$ cat src/rtl/cpen_pkg.sv
// ----------------------------------------------------------------------------
// cpen_pkg
// shared types, character codes and result expansion for the escape translator
// ----------------------------------------------------------------------------
package cpen_pkg;

  localparam int CmdqDepth = 4;
  localparam int CmdqAw    = 2;

  localparam logic [15:0] CapReset = 16'd1024;

  localparam logic [7:0] ChNul    = 8'h00;
  localparam logic [7:0] ChPct    = 8'h25;
  localparam logic [7:0] ChUpperE = 8'h45;
  localparam logic [7:0] ChLowerE = 8'h65;
  localparam logic [7:0] ChH      = 8'h68;
  localparam logic [7:0] ChN      = 8'h6e;
  localparam logic [7:0] ChD      = 8'h64;
  localparam logic [7:0] ChF      = 8'h66;
  localparam logic [7:0] ChP      = 8'h70;
  localparam logic [7:0] ChG      = 8'h67;
  localparam logic [7:0] ChU      = 8'h75;
  localparam logic [7:0] ChT      = 8'h74;

  // command codes from front to back
  typedef enum logic [3:0] {
    OP_PLAIN,      // copy byte
    OP_PLAIN_END,  // copy byte, then terminating nul
    OP_NUL,        // terminating nul only
    OP_ERROR,      // escape did not fit
    OP_ESC_BIG_E,  // %d%f
    OP_ESC_F,      // %f
    OP_ESC_N,      // %n
    OP_ESC_KEEP,   // % plus byte
    OP_ESC_LIT     // %% plus byte
  } op_t;

  typedef struct packed {
    op_t        op;
    logic [7:0] data;
  } cmd_t;

  typedef struct packed {
    logic [7:0] out_byte;
    logic       byte_valid;
    logic       last;
    logic       status;
  } res_t;

  function automatic logic [2:0] res_count(op_t op);
    case (op)
      OP_PLAIN_END, OP_ESC_BIG_E: res_count = (op == OP_ESC_BIG_E) ? 3'd4 : 3'd2;
      OP_ESC_F, OP_ESC_N, OP_ESC_KEEP: res_count = 3'd2;
      OP_ESC_LIT: res_count = 3'd3;
      default: res_count = 3'd1;
    endcase
  endfunction

  function automatic res_t res_of(op_t op, logic [1:0] step, logic [7:0] x);
    res_t r;
    r = '{out_byte: ChPct, byte_valid: 1'b1, last: 1'b0, status: 1'b0};
    case (op)
      OP_PLAIN: r.out_byte = x;
      OP_PLAIN_END: begin
        if (step == 2'd0) begin
          r.out_byte = x;
        end else begin
          r.out_byte = ChNul;
          r.last     = 1'b1;
        end
      end
      OP_NUL: begin
        r.out_byte = ChNul;
        r.last     = 1'b1;
      end
      OP_ERROR: begin
        r.out_byte   = ChNul;
        r.byte_valid = 1'b0;
        r.last       = 1'b1;
        r.status     = 1'b1;
      end
      OP_ESC_BIG_E: begin
        case (step)
          2'd1:    r.out_byte = ChD;
          2'd3:    r.out_byte = ChF;
          default: r.out_byte = ChPct;
        endcase
      end
      OP_ESC_F: r.out_byte = (step == 2'd0) ? ChPct : ChF;
      OP_ESC_N: r.out_byte = (step == 2'd0) ? ChPct : ChN;
      OP_ESC_KEEP: r.out_byte = (step == 2'd0) ? ChPct : x;
      OP_ESC_LIT: r.out_byte = (step == 2'd2) ? x : ChPct;
      default: r = '{out_byte: ChNul, byte_valid: 1'b0, last: 1'b0, status: 1'b0};
    endcase
    return r;
  endfunction

endpackage

$ cat src/rtl/cpen_front.sv
// ----------------------------------------------------------------------------
// cpen_front
// takes input bytes, tracks escape, count and drain state, issues commands
// ----------------------------------------------------------------------------
module cpen_front (
  input  logic          clk,
  input  logic          rst,
  input  logic          accept,
  input  logic [7:0]    in_byte,
  input  logic [15:0]   out_capacity,
  output logic          cmd_push,
  output cpen_pkg::cmd_t cmd
);
  import cpen_pkg::*;

  logic        esc_pend, esc_pend_next;
  logic        draining, draining_next;
  logic [15:0] out_count, out_count_next;

  logic [15:0] lim;
  logic [17:0] j_ext, lim_ext;
  logic [2:0]  need;
  op_t         esc_op;
  logic        has_cmd;

  assign lim     = ((out_capacity == 16'd0) ? 16'd1 : out_capacity) - 16'd1;
  assign j_ext   = {2'b00, out_count};
  assign lim_ext = {2'b00, lim};

  always_comb begin
    case (in_byte)
      ChUpperE: begin
        need = 3'd4; esc_op = OP_ESC_BIG_E;
      end
      ChLowerE: begin
        need = 3'd2; esc_op = OP_ESC_F;
      end
      ChH: begin
        need = 3'd2; esc_op = OP_ESC_N;
      end
      ChP, ChG, ChU, ChT, ChPct: begin
        need = 3'd2; esc_op = OP_ESC_KEEP;
      end
      default: begin
        need = 3'd3; esc_op = OP_ESC_LIT;
      end
    endcase
  end

  always_comb begin
    esc_pend_next  = esc_pend;
    draining_next  = draining;
    out_count_next = out_count;
    has_cmd        = 1'b0;
    cmd            = '{op: OP_NUL, data: in_byte};
    if (draining) begin
      if (in_byte == ChNul) begin
        draining_next = 1'b0;
      end
    end else if (esc_pend) begin
      esc_pend_next = 1'b0;
      has_cmd       = 1'b1;
      if (in_byte == ChNul) begin
        out_count_next = 16'd0;
      end else if (j_ext + {15'd0, need} >= lim_ext) begin
        cmd.op         = OP_ERROR;
        out_count_next = 16'd0;
        draining_next  = 1'b1;
      end else begin
        cmd.op         = esc_op;
        out_count_next = out_count + {13'd0, need};
      end
    end else if (out_count >= lim) begin
      has_cmd        = 1'b1;
      out_count_next = 16'd0;
      draining_next  = (in_byte != ChNul);
    end else if (in_byte == ChNul) begin
      has_cmd        = 1'b1;
      out_count_next = 16'd0;
    end else if (in_byte == ChPct) begin
      esc_pend_next = 1'b1;
    end else begin
      has_cmd = 1'b1;
      if (j_ext + 18'd1 >= lim_ext) begin
        cmd.op         = OP_PLAIN_END;
        out_count_next = 16'd0;
        draining_next  = 1'b1;
      end else begin
        cmd.op         = OP_PLAIN;
        out_count_next = out_count + 16'd1;
      end
    end
  end

  assign cmd_push = accept && has_cmd;

  always_ff @(posedge clk) begin
    if (rst) begin
      esc_pend  <= 1'b0;
      draining  <= 1'b0;
      out_count <= 16'd0;
    end else if (accept) begin
      esc_pend  <= esc_pend_next;
      draining  <= draining_next;
      out_count <= out_count_next;
    end
  end

endmodule

$ cat src/rtl/cpen_cmdq.sv
// ----------------------------------------------------------------------------
// cpen_cmdq
// small command queue between front and back
// ----------------------------------------------------------------------------
module cpen_cmdq (
  input  logic           clk,
  input  logic           rst,
  input  logic           push,
  input  cpen_pkg::cmd_t din,
  output logic           full,
  input  logic           pop,
  output cpen_pkg::cmd_t dout,
  output logic           empty
);
  import cpen_pkg::*;

  cmd_t              mem [CmdqDepth];
  logic [CmdqAw-1:0] wr_ptr, rd_ptr;
  logic [CmdqAw:0]   count;
  logic              do_push, do_pop;

  assign full    = (count == (CmdqAw+1)'(CmdqDepth));
  assign empty   = (count == '0);
  assign dout    = mem[rd_ptr];
  assign do_push = push && !full;
  assign do_pop  = pop && !empty;

  always_ff @(posedge clk) begin
    if (do_push) begin
      mem[wr_ptr] <= din;
    end
  end

  always_ff @(posedge clk) begin
    if (rst) begin
      wr_ptr <= '0;
      rd_ptr <= '0;
      count  <= '0;
    end else begin
      if (do_push) begin
        wr_ptr <= wr_ptr + CmdqAw'(1);
      end
      if (do_pop) begin
        rd_ptr <= rd_ptr + CmdqAw'(1);
      end
      case ({do_push, do_pop})
        2'b10:   count <= count + (CmdqAw+1)'(1);
        2'b01:   count <= count - (CmdqAw+1)'(1);
        default: count <= count;
      endcase
    end
  end

endmodule

$ cat src/rtl/cpen_back.sv
// ----------------------------------------------------------------------------
// cpen_back
// expands commands into output register bytes, one per cycle unless pop stalls
// ----------------------------------------------------------------------------
module cpen_back (
  input  logic           clk,
  input  logic           rst,
  input  logic           cmd_empty,
  input  cpen_pkg::cmd_t cmd,
  output logic           cmd_pop,
  input  logic           pop,
  output logic           empty,
  output cpen_pkg::res_t res
);
  import cpen_pkg::*;

  logic [1:0] step, step_next;
  logic       out_valid;
  logic       load;
  logic       cmd_done;
  res_t       res_next;

  assign empty    = !out_valid;
  assign load     = (!out_valid || pop) && !cmd_empty;
  assign cmd_done = ({1'b0, step} + 3'd1) == res_count(cmd.op);
  assign cmd_pop  = load && cmd_done;
  assign res_next = res_of(cmd.op, step, cmd.data);

  always_comb begin
    step_next = step;
    if (load) begin
      step_next = cmd_done ? 2'd0 : step + 2'd1;
    end
  end

  always_ff @(posedge clk) begin
    if (rst) begin
      out_valid <= 1'b0;
      step      <= 2'd0;
    end else begin
      step <= step_next;
      if (load) begin
        out_valid <= 1'b1;
      end else if (pop) begin
        out_valid <= 1'b0;
      end
    end
  end

  always_ff @(posedge clk) begin
    if (load) begin
      res <= res_next;
    end
  end

endmodule

$ cat src/rtl/core_pattern_escape_to_native.sv
// ----------------------------------------------------------------------------
// core_pattern_escape_to_native
// streaming translator of pattern escapes into native form, byte by byte
// ----------------------------------------------------------------------------
// usage:
//   input queue side: drive in_byte and raise push; a transfer happens on a
//   clock edge with push high and full low. byte 0 ends a pattern string.
//   result queue side: while empty is low the oldest result sits on out_byte,
//   byte_valid, last and status; a transfer happens with pop high.
//   cfg channel: cfg_data is the output capacity (nul included), written on
//   an edge with cfg_valid and cfg_ready high; only write it while idle.
// path: the command of an input byte is queued at its transfer, and its
//   first result is then loaded from the queue into the result register.
// throughput: the back end sends one result per cycle while pop keeps the
//   result register free; a byte makes 1 result when plain (2 when it
//   fills the buffer), up to 4 for an escape; a percent sign or a byte
//   skipped while draining makes none. the input side takes a byte every
//   cycle until the 4-entry command queue fills up.
// reset: clears escape, count and drain state, empties the queue and the
//   result register, and sets the capacity to 1024.
// stall: with pop low the result holds; the command queue fills and then
//   full holds the input side off.
// ----------------------------------------------------------------------------
module core_pattern_escape_to_native (
  input  logic        clk,
  input  logic        rst,
  // input byte queue
  input  logic        push,
  output logic        full,
  input  logic [7:0]  in_byte,
  // result queue
  output logic        empty,
  input  logic        pop,
  output logic [7:0]  out_byte,
  output logic        byte_valid,
  output logic        last,
  output logic        status,
  // capacity register write
  input  logic        cfg_valid,
  output logic        cfg_ready,
  input  logic [15:0] cfg_data
);
  import cpen_pkg::*;

  logic [15:0] out_capacity;
  logic        accept;
  logic        cmd_push, cmd_full, cmd_empty, cmd_pop;
  cmd_t        cmd_in, cmd_out;
  res_t        res;

  // capacity register, always ready for a transfer
  assign cfg_ready = 1'b1;

  always_ff @(posedge clk) begin
    if (rst) begin
      out_capacity <= CapReset;
    end else if (cfg_valid && cfg_ready) begin
      out_capacity <= cfg_data;
    end
  end

  // input side stalls only on a full command queue
  assign full   = cmd_full;
  assign accept = push && !cmd_full;

  // front: escape / count / drain tracking, one byte per cycle while not full
  cpen_front u_front (
    .clk          (clk),
    .rst          (rst),
    .accept       (accept),
    .in_byte      (in_byte),
    .out_capacity (out_capacity),
    .cmd_push     (cmd_push),
    .cmd          (cmd_in)
  );

  // decoupling queue between decode and expansion
  cpen_cmdq u_cmdq (
    .clk   (clk),
    .rst   (rst),
    .push  (cmd_push),
    .din   (cmd_in),
    .full  (cmd_full),
    .pop   (cmd_pop),
    .dout  (cmd_out),
    .empty (cmd_empty)
  );

  // back: one result byte per cycle into the output register, unless pop stalls
  cpen_back u_back (
    .clk       (clk),
    .rst       (rst),
    .cmd_empty (cmd_empty),
    .cmd       (cmd_out),
    .cmd_pop   (cmd_pop),
    .pop       (pop),
    .empty     (empty),
    .res       (res)
  );

  assign out_byte   = res.out_byte;
  assign byte_valid = res.byte_valid;
  assign last       = res.last;
  assign status     = res.status;

endmodule

$ cat config.mk
export PLATFORM = sky130hd
export DESIGN_NAME = core_pattern_escape_to_native
export DESIGN_NICKNAME = d
export VERILOG_FILES = /design/src/rtl/cpen_pkg.sv /design/src/rtl/cpen_front.sv /design/src/rtl/cpen_cmdq.sv /design/src/rtl/cpen_back.sv /design/src/rtl/core_pattern_escape_to_native.sv
export SDC_FILE = /design/constraint.sdc
export NUM_CORES = 1
export LEC_CHECK = 0
export BUFFER_PORTS_ARGS = -buffer_cell sky130_fd_sc_hd__buf_4
export CAP_MARGIN = 30
export CORE_AREA = 3 3 107 109
export CTS_BUF_LIST = sky130_fd_sc_hd__clkbuf_8
export CTS_CLUSTER_SIZE = 12
export DETAILED_ROUTE_END_ITERATION = 6
export DIE_AREA = 0 0 110 112
export PLACE_DENSITY = 0.87
export SKIP_CTS_REPAIR_TIMING = 1
export SYNTH_ARGS = -nofsm -noshare
export SYNTH_HDL_FRONTEND = slang
export SYNTH_SLANG_ARGS = --single-unit
$ cat constraint.sdc
create_clock -name clk -period 10.86 [get_ports clk]
set_input_delay 2.172 -clock clk [delete_from_list [all_inputs] [get_ports clk]]
set_output_delay 2.172 -clock clk [all_outputs]
set_load 0.02 [all_outputs]
==> results.md, run 1 <==
- Largest net degree at the start of global routing: 36
- Ys Warns: 0
- Post-route ant nets: 0
- Die area: 12300 um2
- Status: finished, final reports clean
- Max-Cap Viols: 0
- CP Capture Type: flop
- IO Port Bufs: 41
- Antenna violations before repair: 0
- Distinct cells, synth: 67
- CP Launch Type: input port
- Share of cells above drive strength 1: 11.7%
- Tightest Pin Transition: 0.756 ns
- P per Cell Area: 214 nW/um2
- Post-Route Setup TNS: 0 ns
- Inserted Clock Buffers: 9
- Initial DRT Pass Iterations: 6
- CP arrival: 7.39 ns
- Num rows: 38
- Most frequent CP cell: nand3_1
- Register area share after synthesis: 39.8%
- H-tree depth: 3
- Final worst setup slack: 3.61 ns
- Diode count: 0
- Global route overflow: 0
- DR vias: 5294
- Routability congestion estimate: 1.01
- Slowest CP cell: nor4_2
- Minimum clock period: 7.25 ns
- Post-layout nets: 783
- Dpl ws: 3.41 ns
- Slowest Stage Delay on Critical Path: 0.64 ns
- Root Driver: clkbuf_8
- Top FF cell, synth: edfxtp_1
- DR WL/cell: 18.9 um
- Critical path type: in2reg
- Tot GR Track Use: 26.4%
- CTS tree: yes
- Max Slew Vio Count: 0
- Hold crit path type: reg2reg
- DRC errors left: 0
- RSZ-0062 raised after global routing: no
- Max-Slew Margin vs Limit: 49.3%
- Final wirelength: 15700 um
- Final setup fails: 0
- Chip height: 112 um
- Syn nets: 760
- Lkg Pwr: 0.00292 uW
- # clock sinks: 105
- Starting Density: 63.3%
- CP max FO: 16
- CP Cell Sequence: buf_4, nor4_1, nor2b_1, nand4_1, nand3_1, inv_1, ha_1, a21o_1, a21oi_1, nand2b_1, nor2_1, xor2_1, ha_1, nand3_1, nor4_1, o22a_1, nor4_2, nand3_1, nor3_1
- First-pass GRT wire length: 25800 um
- DP HPWL: 11500 um
- Cell family with most CP delay: simple AND/OR/NAND/NOR gates
- Area grow syn2layout: 7.54%
- Synth Area per Inst: 10.2 um2
- Final period utilization: 66.8%
- I/O pin count: 43
- Bufs on Longest Clock Path: 2
- Final hold violation count: 0
- Req. time, crit path: 10.99 ns
- DIE WIDTH: 110 um
- Tot Pwr: 1560 uW
- CP bufs+invs: 2
- Vias in the first global route: 5245
- Yosys reg bits: 105
- Leading cell type in the layout, fill and taps excluded: ha_1
- Skew-Pair Late Insertion Delay: 0.38 ns
- Async set or reset register ratio after synthesis: 0%
- Post-synth EDFFs: 59
- DR iter-0 viols: 500
- Clock slew at reported path FFs: 0.10 ns
- Fmax achieved: 0.138 GHz
- Mapped cell area: 6770 um2
- Most frequent cells in the layout: ha_1, nor2_1, edfxtp_1
- Via-to-Cell Ratio: 6.35
- Fin Clk Skew: 0.0136 ns
- Synth Instances: 666
- Max VDD drop: 150 uV
- Core area: 10700 um2
[worst min-delay path: stages (launching register included)]
cell and delay [ns]:
dfxtp_1 0.34, xnor2_1 0.12, nor2_1 0.05
[registers in the layout, summed over array words and instances, names as in the netlist, 2 cells and up, named ones only]
register / cells
out_capacity: 16
u_back.res: 11
u_back.step: 2
u_cmdq.count: 3
u_cmdq.mem: 48
u_cmdq.rd_ptr: 2
u_cmdq.wr_ptr: 2
u_front.out_count: 16
[final cells by class]
cell class,instances,area (um2)
Inverter,41,154
Sequential cell,105,2690
Tap cell,140,175
Clock inverter,7,57.6
Clock buffer,9,124
Multi-Input combinational cell,489,3750
Fill cell,802,3410
Timing Repair Buffer,43,327
[cells in the mapped netlist, types with 4 or more instances]
master    count  share of area (%)
a211oi_1      5               0.55
a21o_1        7               0.78
a21oi_1      27                2.0
a31oi_1      13                1.2
and2_1        9               0.83
and4_1        4               0.52
buf_6         4               0.67
clkbuf_1     22                1.2
dfxtp_1      46                 14
edfxtp_1     59                 26
ha_1         63                 12
inv_1        41                2.3
mux2i_1      19                2.8
mux4_1       10                3.9
nand2_1      32                1.8
nand2b_1     27                2.5
nand3_1      17                1.3
nand4_1      13                1.2
nor2_1       59                3.3
nor2b_1       7               0.65
nor3_1       15                1.1
nor4_1        8               0.74
o21ai_0      23                1.7
o221ai_1      6               0.78
or2_2         7               0.65
or3_1         9               0.83
or4_1         4               0.44
xnor2_1      23                3.0
xor2_1       21                2.7
[routing by layer]
| layer | up-vias | GRT usage (%) | wire length, um |
|---|---|---|---|
| met5 | - | 0 | 0 |
| met4 | 0 | 10.1 | 357 |
| met3 | 33 | 4.87 | 1080 |
| met2 | 225 | 41.6 | 7600 |
| met1 | 2541 | 36.0 | 6690 |
| li1 | 2495 | - | - |
[metrics by stage]
step | utilization [%] | instance area [um2] | hold WS (ns) | cells
after global routing | 68.1 | 7280 | 0.561 | 834
after CTS | 68.0 | 7270 | 0.521 | 833
after floorplan | - | 6770 | 0.465 | 666
final | 68.1 | 7280 | 0.541 | 834
after detailed placement | 66.3 | 7090 | 0.506 | 817
after global placement | 66.3 | 7090 | 0.477 | 817
[report_power, final]
part	internal (uW)	total [uW]	switching (uW)
Sequential	529	598	68.9
Clock	87.7	236	148
Combinational	294	727	433
[logic make-up after synthesis]
family	count (synthesis)	synth area share [%]
xor gates and xnor gates	44	5.69
and+or+nand+nor	231	18.4
muxes	31	7.35
other	1	0.0554
buffers and inverters	72	4.82
DFF	105	39.8
adders and majority gates	65	12.2
AOI/OAI and AO/OA	117	11.7
[final timing paths]
path	startpoint	endpoint	slack [ns]	cells past startpoint
max	in_byte[1]	u_cmdq.mem[2][11]	3.61	19
min	u_cmdq.rd_ptr[1]	flop	0.54	2
max reg2reg	out_capacity[8]	u_front.out_count[2]	4.54	17
min reg2reg	u_cmdq.rd_ptr[1]	flop	0.54	2
Note: power is estimated with default switching activity, not from simulation.
==> inputs of run 2 (changes only) <==
--- a/config.mk
+++ b/config.mk
@@ -5,13 +5,14 @@
 export SDC_FILE = /design/constraint.sdc
 export NUM_CORES = 1
 export LEC_CHECK = 0
+export ABC_AREA = 1
 export BUFFER_PORTS_ARGS = -buffer_cell sky130_fd_sc_hd__buf_4
 export CAP_MARGIN = 30
-export CORE_AREA = 3 3 107 109
+export CORE_AREA = 3 3 109 111
 export CTS_BUF_LIST = sky130_fd_sc_hd__clkbuf_8
 export CTS_CLUSTER_SIZE = 12
 export DETAILED_ROUTE_END_ITERATION = 6
-export DIE_AREA = 0 0 110 112
+export DIE_AREA = 0 0 112 114
 export PLACE_DENSITY = 0.87
 export SKIP_CTS_REPAIR_TIMING = 1
 export SYNTH_ARGS = -nofsm -noshare
==> constraint.sdc (replaced) <==
create_clock -name clk -period 7.1 [get_ports clk]
set_input_delay 1.42 -clock clk [delete_from_list [all_inputs] [get_ports clk]]
set_output_delay 1.42 -clock clk [all_outputs]
set_load 0.02 [all_outputs]
==> results.md, run 2 <==
- Core area: 10900 um2 (+1.8%)
- Status: finished, final reports clean
- IO Port Bufs: 41 (unchanged)
- Post-Route Setup TNS: 0 ns (unchanged)
- First-pass GRT wire length: 27200 um (+5.6%)
- Clock slew at reported path FFs: 0.12 ns (+0.02 ns)
- Top FF cell, synth: edfxtp_1
- Area leader, netlist: edfxtp_1
- Dpl ws: 1.28 ns (-2.13 ns)
- Most frequent cells in the layout: nand2_1, nor2_1, inv_1
- Chip height: 114 um (+1.8%)
- Final wirelength: 16400 um (+4.4%)
- Syn nets: 1003 (+32%)
- Lkg Pwr: 0.00356 uW (+22%)
- DRC errors left: 0 (unchanged)
- Root Driver: clkbuf_8
- Area share of the largest cell type after synthesis: 25.2% (-1.0 points)
- CP arrival: 5.90 ns (-1.49 ns)
- Area grow syn2layout: 8.62%
- Minimum clock period: 5.63 ns
- Synth Area per Inst: 7.75 um2 (-24%)
- Top Registers: u_cmdq.mem: 48 flops, out_capacity: 16 flops, u_front.out_count: 16 flops
- Bufs on Longest Clock Path: 2 (unchanged)
- CP Launch Type: flop
- DR iter-0 viols: 511 (+2.2%)
- Global route overflow: 0 (unchanged)
- Max-Slew Margin vs Limit: 29.7% (-20 points)
- DR vias: 6131 (+16%)
- Top-count cell post-synth: nand2_1
- Max Slew Vio Count: 0 (unchanged)
- Synth cell count leaders: nand2_1, nor2_1, inv_1
- CP Capture Type: flop
- Tightest Pin Transition: 1.05 ns (+0.295 ns)
- Critical path type: reg2reg
- Num rows: 38 (unchanged)
- Req. time, crit path: 7.38 ns (-3.61 ns)
- Tot GR Track Use: 25.9% (-0.42 points)
- Area contributors post-synth: edfxtp_1, dfxtp_1, ha_1
- Post-route ant nets: 0 (unchanged)
- CP max FO: 16 (unchanged)
- Max VDD drop: 206 uV (+38%)
- Ys Warns: 0 (unchanged)
- H-tree depth: 3 (unchanged)
- Yosys reg bits: 105 (unchanged)
- Register area share after synthesis: 38.2% (-1.5 points)
- RSZ-0062 raised after global routing: no
- DP HPWL: 12100 um (+5.3%)
- DIE WIDTH: 112 um (+1.8%)
- # clock sinks: 105 (unchanged)
- Async set or reset register ratio after synthesis: 0% (unchanged)
- DR WL/cell: 15.1 um (-20%)
- Final setup fails: 0 (unchanged)
- Diode count: 0 (unchanged)
- I/O pin count: 43 (unchanged)
- Final worst setup slack: 1.47 ns (-2.13 ns)
- Hold crit path type: reg2reg
- Post-layout nets: 1039 (+33%)
- Distinct cells, synth: 50 (-25%)
- Crit path launch: out_capacity[6]
- Starting Density: 64.7% (+1.4 points)
- Share of cells above drive strength 1: 10.8% (-0.83 points)
- Max reg flops: 48 (unchanged)
- Routability congestion estimate: 0.947 (-6.4%)
- Via-to-Cell Ratio: 5.62 (-11%)
- Largest net degree at the start of global routing: 41 (+14%)
- Final hold violation count: 0 (unchanged)
- Initial DRT Pass Iterations: 5 (-1)
- Die area: 12800 um2 (+3.6%)
- Fin Clk Skew: 0.0138 ns (+0.000207 ns)
- Final period utilization: 79.3%
- Leading cell type in the layout, fill and taps excluded: nand2_1
- Reg2reg start: out_capacity[6]
- Synth Instances: 909 (+36%)
- Fmax achieved: 0.178 GHz
- P per Cell Area: 374 nW/um2 (+74%)
- Vias in the first global route: 5872 (+12%)
- Antenna violations before repair: 0 (unchanged)
- Post-synth EDFFs: 59 (unchanged)
- Max-Cap Viols: 0 (unchanged)
- Skew-Pair Late Insertion Delay: 0.38 ns (about the same)
- Mapped cell area: 7040 um2 (+4.0%)
- Worst Hold Launch: u_front.draining
- Inserted Clock Buffers: 9 (unchanged)
- Largest register by flop count: u_cmdq.mem
- CTS tree: yes
## run 2: cell types whose count changed after synthesis, sizes merged, moves of 13 or more
cell / before / now
nand2: 32 / 208
nor2: 59 / 157
inv: 41 / 102
nand3: 17 / 57
o21ai: 23 / 61
nand2b: 27 / 0
mux2i: 19 / 0
xnor2: 23 / 5
clkbuf: 24 / 9
xor2: 21 / 34
## run 2: area by class of cell
type	count	area, um2
multi-input cells	678	3820
fillers	874	3240
flip-flops and latches	105	2690
inverters	103	394
repair buffers	48	360
well taps	140	175
clock buffers	9	124
clock inverters	7	78.8
## run 2: power breakdown
part | internal [uW] | switching [uW] | total [uW]
Clock | 141 | 244 | 385
Sequential | 840 | 110 | 951
Combinational | 507 | 1020 | 1520
Total | 1490 | 1370 | 2860
## run 2: final timing paths
path | end | cells past startpoint | slack (ns)
worst max register to register | u_cmdq.count[2] | 26 | 1.47
worst min register to register | u_front.draining | 2 | 0.52
worst min-delay path | u_front.draining | 2 | 0.52
worst max-delay path | u_cmdq.count[2] | 26 | 1.47
## run 2: worst max-delay path, cell delays in order (launching register included)
cell and delay, ns:
dfxtp_1 0.41, nor2_1 0.09, nor3b_1 0.14, a41oi_1 0.58, ha_1 0.31, nand2_1 0.09
nor2_1 0.16, nand2_1 0.11, nor3_1 0.30, nand2_1 0.16, nor3_1 0.20, xnor2_1 0.24
ha_1 0.31, nand2_1 0.10, o21ai_0 0.10, a21oi_1 0.13, nand3_1 0.14, nor2_1 0.11
nand2_1 0.40, o21ai_2 0.31, ha_1 0.17, inv_1 0.07, fa_1 0.43, a21oi_1 0.14
o21ai_0 0.11, o21ai_0 0.17, a21oi_1 0.06
## run 2: stage by stage
step | power (uW) | hold WS [ns] | util [%] | area, um2 | instances
final | 2860 | 0.516 | 70.2 | 7650 | 1090
after global routing | 3090 | 0.541 | 70.2 | 7650 | 1090
after CTS | 2840 | 0.514 | 70.2 | 7650 | 1090
after detailed placement | 2460 | 0.494 | 68.4 | 7450 | 1074
after global placement | 2400 | 0.475 | 68.4 | 7450 | 1074
after floorplan | 2060 | 0.459 | - | 7040 | 909
## run 2: cell families (layout without fill, tap and decap cells)
kind of cell               after synthesis  count (layout)  synth area share (%)
buffers and inverters                  126             167                  7.60
xor gates and xnor gates                39              39                  4.85
DFF                                    105             105                  38.2
AOI/OAI and AO/OA                      120             120                  9.47
and+or+nand+nor                        453             453                  28.0
adders and majority gates               65              65                  11.8
other                                    1               1                0.0533
## run 2: routing by layer
metal | vias up | GRT usage (%) | wire [um]
met5 | - | 0 | 0
met4 | 0 | 11.0 | 578
met3 | 51 | 3.40 | 1060
met2 | 265 | 46.5 | 8040
met1 | 2747 | 31.5 | 6750
li1 | 3068 | - | -
==> inputs of run 3 (changes only) <==
--- a/config.mk
+++ b/config.mk
@@ -8,12 +8,12 @@
 export ABC_AREA = 1
 export BUFFER_PORTS_ARGS = -buffer_cell sky130_fd_sc_hd__buf_4
 export CAP_MARGIN = 30
-export CORE_AREA = 3 3 109 111
+export CORE_AREA = 3 3 115 117
 export CTS_BUF_LIST = sky130_fd_sc_hd__clkbuf_8
 export CTS_CLUSTER_SIZE = 12
 export DETAILED_ROUTE_END_ITERATION = 6
-export DIE_AREA = 0 0 112 114
-export PLACE_DENSITY = 0.87
+export DIE_AREA = 0 0 118 120
+export PLACE_DENSITY = 0.82
 export SKIP_CTS_REPAIR_TIMING = 1
 export SYNTH_ARGS = -nofsm -noshare
 export SYNTH_HDL_FRONTEND = slang
==> constraint.sdc (replaced) <==
create_clock -name clk -period 5.1 [get_ports clk]
set_input_delay 1.02 -clock clk [delete_from_list [all_inputs] [get_ports clk]]
set_output_delay 1.02 -clock clk [all_outputs]
set_load 0.02 [all_outputs]
==> results.md, run 3 (synthesis gave the netlist of run 2 again) <==
- Status: finished, final reports clean
- Initial DRT Pass Iterations: 5 (unchanged)
- Via-to-Cell Ratio: 5.42 (-3.7%)
- DR iter-0 viols: 463 (-9.4%)
- Critical path type: reg2reg
- Routability congestion estimate: 0.955 (+0.80%)
- DP HPWL: 12400 um (+2.6%)
- Tightest Pin Transition: 0.690 ns (-0.361 ns)
- Req. time, crit path: 5.39 ns (-1.99 ns)
- Root Driver: clkbuf_8
- CP Capture Type: flop
- P per Cell Area: 510 nW/um2 (+36%)
- Largest register by flop count: u_cmdq.mem
- Area of placed instances: 7570 um2 (+1.6%)
- Post-layout nets: 1049 (+0.96%)
- Dpl ws: 0.0348 ns (-1.24 ns)
- I/O pin count: 43 (unchanged)
- Num rows: 41 (+7.9%)
- DIE WIDTH: 118 um (+5.4%)
- Tot GR Track Use: 23.3% (-2.6 points)
- Lkg Pwr: 0.00361 uW (+1.6%)
- Max-Slew Margin vs Limit: 53.8% (+24 points)
- Post-Route Setup TNS: 0 ns (unchanged)
- RSZ-0062 raised after global routing: yes
- Slowest Stage Delay on Critical Path: 0.43 ns (-0.15 ns)
- Area grow syn2layout: 10.9%
- Final setup fails: 0 (unchanged)
- Inserted Clock Buffers: 9 (unchanged)
- Skew-Pair Late Insertion Delay: 0.40 ns (+0.02 ns)
- Largest net degree at the start of global routing: 41 (unchanged)
- Final Instance Area: 7810 um2 (+2.1%)
- Clock slew at reported path FFs: 0.11 ns (about the same)
- Most frequent CP cell: nand2_1
- CTS tree: yes
- Most frequent cells in the layout: nand2_1, nor2_1, inv_1
- Final worst setup slack: 0.356 ns (-1.12 ns)
- Minimum clock period: 4.74 ns (-0.884 ns)
- Bufs on Longest Clock Path: 2 (unchanged)
- Diode count: 0 (unchanged)
- Global route overflow: 0 (unchanged)
- # fillers: 1072 (+23%)
- Starting Density: 56.5% (-8.2 points)
- Leading cell type in the layout, fill and taps excluded: nand2_1
- IO Port Bufs: 41 (unchanged)
- Chip height: 120 um (+5.3%)
- Final period utilization: 93.0% (+14 points)
- Fmax achieved: 0.211 GHz (+19%)
- CP Launch Type: flop
- Core area: 12500 um2 (+14%)
- DR WL/cell: 14.5 um (-3.9%)
- H-tree depth: 3 (unchanged)
- Slowest CP cell: fa_1
- Max VDD drop: 320 uV (+55%)
- CP max FO: 4 (-12)
- Antenna violations before repair: 0 (unchanged)
- Final wirelength: 16400 um (-0.24%)
- # clock sinks: 105 (unchanged)
- Share of cells above drive strength 1: 12.4% (+1.6 points)
- Fin Clk Skew: 0.0159 ns (+0.00211 ns)
- Top Registers: u_cmdq.mem: 48 flops, out_capacity: 16 flops, u_front.out_count: 16 flops
- Post-route ant nets: 0 (unchanged)
- DR vias: 6130 (-0.016%)
- Hold crit path type: reg2reg
- First-pass GRT wire length: 26900 um (-1.2%)
- Vias in the first global route: 5741 (-2.2%)
- CP arrival: 5.03 ns (-0.87 ns)
- Max Slew Vio Count: 0 (unchanged)
- DRC errors left: 0 (unchanged)
- Final hold violation count: 0 (unchanged)
- Max-Cap Viols: 0 (unchanged)
- Max reg flops: 48 (unchanged)
- Die area: 14200 um2 (+11%)
-- run 3: cell count changes in the layout (fill, tap and decap cells not counted), moves of 2 or more --
| cell | change |
|---|---|
| buf_4 | +6 |
| nor2_2 | +2 |
| inv_6 | -2 |
| nor3_1 | -2 |
| nor2_1 | -2 |
| buf_6 | +4 |
| nor3_2 | +2 |
-- run 3: critical path, delay by kind of cell (launching register included) --
kind	cells	cell delay (ns)
fa+ha+maj	4	1.15
buf+inv	1	0.07
compound gates	8	1.18
xor+xnor	1	0.19
flops	1	0.41
simple gates	12	1.66
-- run 3: per-layer routing --
metal	GRT usage [%]	vias up	wire length, um
met5	0	-	0
met3	3.16	49	840
met2	40.5	186	8060
li1	-	3083	-
met1	29.1	2812	6880
met4	10.1	0	594
-- run 3: power breakdown --
part	switching (uW)	total (uW)	leakage (uW)	internal, uW
sequential	143	1310	0.000933	1170
combinational	1410	2160	0.00258	744
clock	322	512	0.0000945	190
-- run 3: cell type report --
type | count | area [um2] | area share, %
Sequential cell | 105 | 2690 | 34.5
Clock buffer | 9 | 124 | 1.59
Clock inverter | 7 | 67.6 | 0.865
Tap cell | 172 | 215 | 2.76
Inverter | 103 | 397 | 5.08
Timing Repair Buffer | 58 | 450 | 5.77
Multi-Input combinational cell | 678 | 3860 | 49.5
-- run 3: metrics by stage --
stage	hold WS, ns	utilization, %	std cells	total power [uW]
5_1_grt	0.533	62.7	1132	4320
2_1_floorplan	0.459	-	909	2870
3_3_place_gp	0.479	60.4	1111	3370
6_report	0.503	62.7	1132	3980
4_1_cts	0.504	62.3	1131	3960
3_5_place_dp	0.488	60.7	1115	3440
-- run 3: final timing paths --
check                         from              end  slack [ns]  depth (start not counted)
setup / recovery   out_capacity[6]  u_cmdq.count[2]        0.36                         26
hold / removal    u_cmdq.rd_ptr[1]             flop        0.50                          2
setup reg to reg   out_capacity[6]  u_cmdq.count[2]        0.36                         26
hold reg to reg   u_cmdq.rd_ptr[1]             flop        0.50                          2
